File: src/hdl/mcke_pkg.sv
// Types and constants shared by the Morse keyer encoder sequencer and top level.
// Holds the symbol table, the microcode word layout and the program entry points.
package mcke_pkg;

	// register indexes on the configuration port
	typedef enum logic [1:0] {
		REG_DOT  = 2'd0,
		REG_DASH = 2'd1,
		REG_GAP  = 2'd2,
		REG_WORD = 2'd3
	} reg_idx_t;

	// microprogram counter and entry points
	typedef logic [1:0] pc_t;
	localparam pc_t S_MARK  = 2'd0;
	localparam pc_t S_GAP   = 2'd1;
	localparam pc_t S_SPACE = 2'd2;
	localparam pc_t S_EOW   = 2'd3;

	typedef enum logic [1:0] {
		U_DOT  = 2'd0,
		U_DASH = 2'd1,
		U_GAP  = 2'd2,
		U_WORD = 2'd3
	} units_sel_t;

	typedef enum logic [1:0] {
		C_ALWAYS = 2'd0,
		C_MORE   = 2'd1,
		C_EOW    = 2'd2,
		C_END    = 2'd3
	} cond_t;

	typedef struct packed {
		logic       key_on;
		units_sel_t sel;
		logic       shift;
		cond_t      cond;
		pc_t        target;
	} ucode_t;

	// one segment handed from the sequencer to the output stage
	typedef struct packed {
		logic       key_on;
		units_sel_t sel;
		logic       last;
	} seg_t;

	localparam int SYM_W = 5;
	localparam int LEN_W = 3;

	typedef struct packed {
		logic [LEN_W-1:0] len;
		logic [SYM_W-1:0] bits;
	} sym_t;

	localparam logic [7:0] CH_A_UP  = 8'h41;
	localparam logic [7:0] CH_Z_UP  = 8'h5a;
	localparam logic [7:0] CH_A_LO  = 8'h61;
	localparam logic [7:0] CH_Z_LO  = 8'h7a;
	localparam logic [7:0] CH_0     = 8'h30;
	localparam logic [7:0] CH_9     = 8'h39;
	localparam logic [7:0] CH_SPACE = 8'h20;
	localparam logic [7:0] CASE_OFS = 8'h20;
	localparam logic [7:0] DIGIT_BASE = 8'd26;

	// first symbol in bits[4], 1 = dash; index 0..25 letters, 26..35 digits
	function automatic sym_t sym_lookup(input logic [5:0] idx);
		sym_t s;
		unique case (idx)
			6'd0:  s = '{3'd2, 5'b01000};
			6'd1:  s = '{3'd4, 5'b10000};
			6'd2:  s = '{3'd4, 5'b10100};
			6'd3:  s = '{3'd3, 5'b10000};
			6'd4:  s = '{3'd1, 5'b00000};
			6'd5:  s = '{3'd4, 5'b00100};
			6'd6:  s = '{3'd3, 5'b11000};
			6'd7:  s = '{3'd4, 5'b00000};
			6'd8:  s = '{3'd2, 5'b00000};
			6'd9:  s = '{3'd4, 5'b01110};
			6'd10: s = '{3'd3, 5'b10100};
			6'd11: s = '{3'd4, 5'b01000};
			6'd12: s = '{3'd2, 5'b11000};
			6'd13: s = '{3'd2, 5'b10000};
			6'd14: s = '{3'd3, 5'b11100};
			6'd15: s = '{3'd4, 5'b01100};
			6'd16: s = '{3'd4, 5'b11010};
			6'd17: s = '{3'd3, 5'b01000};
			6'd18: s = '{3'd3, 5'b00000};
			6'd19: s = '{3'd1, 5'b10000};
			6'd20: s = '{3'd3, 5'b00100};
			6'd21: s = '{3'd4, 5'b00010};
			6'd22: s = '{3'd3, 5'b01100};
			6'd23: s = '{3'd4, 5'b10010};
			6'd24: s = '{3'd4, 5'b10110};
			6'd25: s = '{3'd4, 5'b11000};
			6'd26: s = '{3'd5, 5'b11111};
			6'd27: s = '{3'd5, 5'b01111};
			6'd28: s = '{3'd5, 5'b00111};
			6'd29: s = '{3'd5, 5'b00011};
			6'd30: s = '{3'd5, 5'b00001};
			6'd31: s = '{3'd5, 5'b00000};
			6'd32: s = '{3'd5, 5'b10000};
			6'd33: s = '{3'd5, 5'b11000};
			6'd34: s = '{3'd5, 5'b11100};
			6'd35: s = '{3'd5, 5'b11110};
			default: s = '{3'd0, 5'b00000};
		endcase
		return s;
	endfunction

endpackage

File: src/hdl/mcke_seq.sv
// Microcoded sequencer for the Morse keyer encoder: program rom, step counter,
// symbol shifter and branch logic. Depends on mcke_pkg.
module mcke_seq (
	input  logic                        clk,
	input  logic                        arst_n,
	input  logic                        start,
	input  mcke_pkg::pc_t               entry,
	input  mcke_pkg::sym_t              sym,
	input  logic                        eow,
	input  logic                        advance,
	output logic                        busy,
	output logic                        step,
	output mcke_pkg::seg_t              seg
);
	import mcke_pkg::*;

	// mark, gap (loops back while symbols remain), space, word gap
	localparam ucode_t ROM [4] = '{
		'{1'b1, U_DOT,  1'b0, C_ALWAYS, S_GAP},
		'{1'b0, U_GAP,  1'b1, C_MORE,   S_MARK},
		'{1'b0, U_WORD, 1'b0, C_EOW,    S_EOW},
		'{1'b0, U_WORD, 1'b0, C_END,    S_EOW}
	};

	pc_t              pc_q;
	logic             busy_q;
	logic             eow_q;
	logic [LEN_W-1:0] cnt_q;
	logic [SYM_W-1:0] bits_q;
	ucode_t           w;
	pc_t              pc_nxt;
	logic             done;
	logic             more;

	assign w    = ROM[pc_q];
	assign more = cnt_q > LEN_W'(1);
	assign busy = busy_q;
	assign step = busy_q && advance;

	always_comb begin
		pc_nxt = w.target;
		done   = 1'b0;
		case (w.cond)
			C_ALWAYS: begin
				done = 1'b0;
			end
			C_MORE: begin
				if (!more) begin
					pc_nxt = S_EOW;
					done   = !eow_q;
				end
			end
			C_EOW: begin
				pc_nxt = S_EOW;
				done   = !eow_q;
			end
			default: begin
				done = 1'b1;
			end
		endcase
	end

	always_comb begin
		seg.key_on = w.key_on;
		seg.last   = done;
		// a mark step takes dot or dash length from the current symbol
		seg.sel    = (w.sel == U_DOT && bits_q[SYM_W-1]) ? U_DASH : w.sel;
	end

	always_ff @(posedge clk or negedge arst_n) begin
		if (!arst_n) begin
			busy_q <= 1'b0;
			pc_q   <= S_MARK;
		end else if (start) begin
			busy_q <= 1'b1;
			pc_q   <= entry;
		end else if (step) begin
			busy_q <= !done;
			pc_q   <= pc_nxt;
		end
	end

	always_ff @(posedge clk) begin
		if (start) begin
			eow_q  <= eow;
			cnt_q  <= sym.len;
			bits_q <= sym.bits;
		end else if (step && w.shift) begin
			cnt_q  <= cnt_q - LEN_W'(1);
			bits_q <= {bits_q[SYM_W-2:0], 1'b0};
		end
	end

`ifndef ASSERT_OFF
	a_start_idle: assert property (@(posedge clk) disable iff (!arst_n)
		start |-> !busy_q) else $error("start while sequencer busy");
	a_mark_has_sym: assert property (@(posedge clk) disable iff (!arst_n)
		(busy_q && pc_q == S_MARK) |-> cnt_q != '0) else $error("mark with no symbol left");
	a_eow_step: assert property (@(posedge clk) disable iff (!arst_n)
		(busy_q && pc_q == S_EOW) |-> eow_q) else $error("word gap without end of word");
	a_last_ends: assert property (@(posedge clk) disable iff (!arst_n)
		(step && seg.last) |=> !busy_q) else $error("still busy after last segment");
`endif

endmodule

File: src/hdl/morse_char_keyer_encoder.sv
// Top level of the Morse keyer encoder: configuration registers, character
// decode, sequencer and output register. Depends on mcke_pkg and mcke_seq.
//
//   channel  | direction | payload
//   s_*      | in        | tdata = char_code[7:0], tlast = end_of_word
//   m_*      | out       | tdata = units[7:0], tuser = key_on, tlast = last
//   cfg_*    | in        | cfg_addr selects dot, dash, gap, word units
//
// a character issues two segments per symbol, one for a space and one for end of
// word (at most 11), one per cycle while the output is not stalled
// input is ready again the cycle after the last segment is issued; a character
// with no segments is taken without the sequencer going busy
// reset loads 5/10/5/10 units and leaves the sequencer idle
// a stalled output holds the sequencer on its current microcode step
module morse_char_keyer_encoder (
	input  logic        clk,
	input  logic        arst_n,
	input  logic        s_tvalid,
	output logic        s_tready,
	input  logic [7:0]  s_tdata,   // char_code[7:0]
	input  logic        s_tlast,   // end_of_word
	output logic        m_tvalid,
	input  logic        m_tready,
	output logic [7:0]  m_tdata,   // units[7:0]
	output logic        m_tuser,   // key_on
	output logic        m_tlast,   // last
	input  logic        cfg_we,
	input  mcke_pkg::reg_idx_t cfg_addr,
	input  logic [7:0]  cfg_wdata
);
	import mcke_pkg::*;

	logic [7:0] dot_q, dash_q, gap_q, word_q;
	logic [7:0] ch_up;
	logic [7:0] idx8;
	logic       is_letter, is_digit, is_space;
	logic       has_seg, start, busy, step, advance;
	pc_t        entry;
	sym_t       sym;
	seg_t       seg;
	logic       m_tvalid_q, m_tuser_q, m_tlast_q;
	logic [7:0] m_tdata_q;
	logic [7:0] units;

	always_ff @(posedge clk or negedge arst_n) begin
		if (!arst_n) begin
			dot_q  <= 8'd5;
			dash_q <= 8'd10;
			gap_q  <= 8'd5;
			word_q <= 8'd10;
		end else if (cfg_we) begin
			unique case (cfg_addr)
				REG_DOT:  dot_q  <= cfg_wdata;
				REG_DASH: dash_q <= cfg_wdata;
				REG_GAP:  gap_q  <= cfg_wdata;
				REG_WORD: word_q <= cfg_wdata;
				default:  ;
			endcase
		end
	end

	always_comb begin
		ch_up = (s_tdata >= CH_A_LO && s_tdata <= CH_Z_LO) ? s_tdata - CASE_OFS : s_tdata;
		is_letter = ch_up >= CH_A_UP && ch_up <= CH_Z_UP;
		is_digit  = s_tdata >= CH_0 && s_tdata <= CH_9;
		is_space  = s_tdata == CH_SPACE;
		idx8      = is_letter ? ch_up - CH_A_UP : s_tdata - CH_0 + DIGIT_BASE;
		sym       = (is_letter || is_digit) ? sym_lookup(idx8[5:0]) : '0;
		has_seg   = is_letter || is_digit || is_space || s_tlast;
		if (is_letter || is_digit)
			entry = S_MARK;
		else if (is_space)
			entry = S_SPACE;
		else
			entry = S_EOW;
	end

	assign s_tready = !busy;
	assign start    = s_tvalid && s_tready && has_seg;
	assign advance  = !m_tvalid_q || m_tready;

	mcke_seq u_seq (
		.clk     (clk),
		.arst_n  (arst_n),
		.start   (start),
		.entry   (entry),
		.sym     (sym),
		.eow     (s_tlast),
		.advance (advance),
		.busy    (busy),
		.step    (step),
		.seg     (seg)
	);

	always_comb begin
		unique case (seg.sel)
			U_DOT:   units = dot_q;
			U_DASH:  units = dash_q;
			U_GAP:   units = gap_q;
			default: units = word_q;
		endcase
	end

	always_ff @(posedge clk or negedge arst_n) begin
		if (!arst_n) begin
			m_tvalid_q <= 1'b0;
		end else if (step) begin
			m_tvalid_q <= 1'b1;
		end else if (m_tready) begin
			m_tvalid_q <= 1'b0;
		end
	end

	always_ff @(posedge clk) begin
		if (step) begin
			m_tdata_q <= units;
			m_tuser_q <= seg.key_on;
			m_tlast_q <= seg.last;
		end
	end

	assign m_tvalid = m_tvalid_q;
	assign m_tdata  = m_tdata_q;
	assign m_tuser  = m_tuser_q;
	assign m_tlast  = m_tlast_q;

endmodule

File: config.mk
export PLATFORM = sky130hd
export DESIGN_NAME = morse_char_keyer_encoder
export DESIGN_NICKNAME = d
export VERILOG_FILES = /design/src/hdl/mcke_pkg.sv /design/src/hdl/mcke_seq.sv /design/src/hdl/morse_char_keyer_encoder.sv
export SDC_FILE = /design/constraint.sdc
export NUM_CORES = 1
export LEC_CHECK = 0
export BUFFER_PORTS_ARGS = -buffer_cell sky130_fd_sc_hd__buf_2
export CELL_PAD_IN_SITES_DETAIL_PLACEMENT = 1
export CELL_PAD_IN_SITES_GLOBAL_PLACEMENT = 2
export CORE_ASPECT_RATIO = 1.5
export CORE_MARGIN = 1
export CORE_UTILIZATION = 39
export DETAILED_ROUTE_END_ITERATION = 12
export PLACE_DENSITY_LB_ADDON = 0.05
export SYNTH_ARGS = -nofsm -noshare
export SYNTH_HDL_FRONTEND = slang
export SYNTH_SLANG_ARGS = --single-unit
File: constraint.sdc
create_clock -name clk -period 1.9 [get_ports clk]
set_input_delay 0.095 -clock clk [delete_from_list [all_inputs] [get_ports clk]]
set_output_delay 0.095 -clock clk [all_outputs]
set_load 0.01 [all_outputs]
==> results.sh <==
export IMPL_clock_sinks=55
export IMPL_drv_cap=0
export IMPL_cp_data_arrival_time_ns=2.40
export IMPL_finalWirelength_um=10800
export IMPL_slowest_stage="or3_4"
export IMPL_overflow=0
export IMPL_dpl_cell_count=559
export IMPL_cts_htree_levels=2
export IMPL_antenna_found_initial=0
export IMPL_ant_nets=0
export IMPL_cp_required_ns=2.02
export IMPL_synth_top_family_by_area="compound AO/OA/AOI/OAI gates"
export IMPL_antenna_cells=0
export IMPL_max_stage_delay_ns=0.38
export IMPL_synth_compound_area_share_pct=21.6
export IMPL_fillerInstances=966
export IMPL_rsz0062_at_grt="yes"
export IMPL_wl_per_cell_um=18.5
export IMPL_finalHoldViolCount=0
export IMPL_period_needed_ns=2.28
export IMPL_tritoncts="done"
export IMPL_grt_pass1_vias=3544
export IMPL_p_per_area_nw_per_um2=970
export IMPL_synthTopCellsByCount="34 x mux2_2, 28 x dfrtp_1, 25 x nor2_1, 23 x nand2_1, 22 x ha_1"
export IMPL_ys_types=61
export IMPL_syn_avg_cell_area_um2=10.3
export IMPL_layout_cells_non_filler=587
export IMPL_setup_viol=18
export IMPL_synthTopCellsByArea="dfrtp_1 19%, edfxtp_1 16%, mux2_2 11%"
export IMPL_grt_pass1_wl_um=17600
export IMPL_initial_utilization_pct=40.6
export IMPL_synth_edf_count=19
export IMPL_synthSimpleGateAreaFrac_pct=12.9
export IMPL_row_count=42
export IMPL_fin_worst_skew_ns=0.00432
export IMPL_fin_setup_tns_ns=-3.62
export IMPL_cp_max_fo=7
export IMPL_async_reset_ff_share_pct=65.5
export IMPL_drt_initial_drc_count=68
export IMPL_synth_top_flop_cell="dfrtp_1"
export IMPL_drive_gt1_share_pct=53.0
export IMPL_slew_headroom_pct=45.8
export IMPL_grt_use_total_pct=24.1
export IMPL_place_ws_ns=-0.848
export IMPL_final_nets=522
export IMPL_synth_top_cell_area_share_pct=19.4
export IMPL_dp_hpwl_um=8250
export IMPL_cts_buffers=5
export IMPL_fin_ws_ns=-0.385
export IMPL_violations="negative setup slack"
export IMPL_die_y_um=120
export IMPL_grt_max_degree=37
export IMPL_vdd_drop_max_v=0.000730
export IMPL_io_pins=36
export IMPL_fin_util_pct=59.9
export IMPL_finalCritPeriodShare_pct=120
export IMPL_p_leak_uw=0.00222
export IMPL_ys_seq_area_share_pct=41.0
export IMPL_syn_inst=352
export IMPL_ys_seq_elements=55
export IMPL_clockRootBuffer="clkbuf_16"
export IMPL_via_per_inst=5.48
export IMPL_path_cells="buf_8 > clkinvlp_4 > ha_4 > nor3b_4 > a21oi_2 > and3b_2 > a21oi_4 > a21oi_4 > ha_4 > a211oi_2 > o31ai_2 > or3_4 > o311ai_4"
export IMPL_synthesis_area_um2=3610
export IMPL_clk_insertion_delay_late_ns=0.29
export IMPL_maxClockFrequency_mhz=438
export IMPL_syn_to_final_growth_pct=47.3
export IMPL_multi_input_area_um2=2510
export IMPL_ys_warn_count=0
export IMPL_worstMarginPinSlew_ns=0.814
export IMPL_yosysMostFrequentCell="mux2_2"
export IMPL_drt_pass1_iterations=4
export IMPL_core_area_um2=8880
export IMPL_ff_latch_area_um2=1480
export IMPL_io_buffer_count=35
export IMPL_gp_congestion=0.838
export IMPL_fp_dieW_um=80.6
export IMPL_route_detailed_drc=0
export IMPL_synth_xor_area_share_pct=0.728
export IMPL_dieArea_um2=9650
export IMPL_syn_num_nets=398
export IMPL_hold_slack_ns=0.0651
export IMPL_clockBufferDepth=2
export IMPL_end_kind="flop"
export IMPL_clk_pin_slew_ns=0.07
export IMPL_finalMaxSlewViolations=0
export IMPL_outcome="finished with violations"
export IMPL_crit_path_start_kind="primary input"
export IMPL_synthAdderAreaFrac_pct=7.63
export IMPL_vias=3217
export IMPL_muxShareOfSynthArea_pct=12.5
export IMPL_path_class="primary input to flop"
export IMPL_hp_class="primary input to flop"
export IMPL_synth_area_leader_cell="dfrtp_1"
==> final cells by class <==
type	count	area share, %
multi-input cells	266	47.2
flip-flops and latches	55	27.9
repair buffers	129	18.3
well taps	110	2.59
clock buffers	6	2.42
inverters	19	1.51
clock inverters	2	0.141
==> report_power, final <==
part           switching, uW  internal, uW
clock network            389           481
logic                   1310          1130
registers                150          1690
==> per-layer routing <==
metal	track usage, %	up-vias	wire [um]	share of wire, %
li1	-	1576	-	-
met1	23.7	1606	3920	36
met2	50.4	28	6660	61
met3	2.13	7	138	1.3
met4	6.36	0	129	1.2
met5	0	-	0	0
==> what timing repair did <==
item,4_1_cts,5_1_grt
hold buffers,1,0
endpoints found under the setup margin,18,20
resized for setup,44,54
buffers inserted,10,11
pin swaps,26,32
hold endpoints to repair,28,0
==> placed cells by master (no fill, tap or decap), drive strengths merged, types with 12 or more instances in the layout <==
cell	netlist	layout
dfrtp	28	28
nor2	25	25
o21ai	12	12
mux2	34	34
edfxtp	19	19
buf	6	128
inv	19	18
nand2	23	23
ha	22	22
a21oi	24	24
==> cell families after synthesis <==
group,Yosys count
xor+xnor,3
mux,41
fa+ha+maj,22
simple gates,93
buf+inv,31
compound gates,107
flops,55
==> path summary, 6_finish.rpt <==
kind | start | end | slack [ns] | cells past startpoint
max reg2reg | u_seq.pc_q[0]$_DFFE_PN0P_ | m_tdata[2]$_DFFE_PP_ | 0.15 | 5
min reg2reg | word_q[2]$_DFFE_PN0P_ | word_q[2]$_DFFE_PN0P_ | 0.51 | 1
max | s_tdata[1] | u_seq.cnt_q[1]$_DFFE_PP_ | -0.38 | 13
min in group asynchronous | arst_n | gap_q[7]$_DFFE_PN0P_ | 0.43 | 2
min | s_tlast | u_seq.eow_q$_DFFE_PN_ | 0.07 | 1
max in group asynchronous | arst_n | word_q[2]$_DFFE_PN0P_ | 0.95 | 2
==> stage by stage <==
step | instance area, um2 | power [uW]
2_1_floorplan | 3700 | 3150
3_3_place_gp | 4540 | 3960
3_5_place_dp | 4540 | 4040
4_1_cts | 4980 | 5040
5_1_grt | 5320 | 5490
6_report | 5320 | 5160
==> flip-flops by register name, indices dropped and copies added (netlist names), 2 cells and up <==
| register | cells |
|---|---|
| gap_q | 8 |
| u_seq.pc_q | 2 |
| dash_q | 8 |
| u_seq.cnt_q | 3 |
| u_seq.bits_q | 5 |
| word_q | 8 |
| dot_q | 8 |
| m_tdata | 8 |
==> worst max-delay path, delay by kind of cell <==
| family | cells | cell delay, ns |
|---|---|---|
| compound gates | 6 | 0.80 |
| fa+ha+maj | 2 | 0.45 |
| buf+inv | 2 | 0.21 |
| simple gates | 3 | 0.84 |
Note: power is estimated with default switching activity, not from simulation.
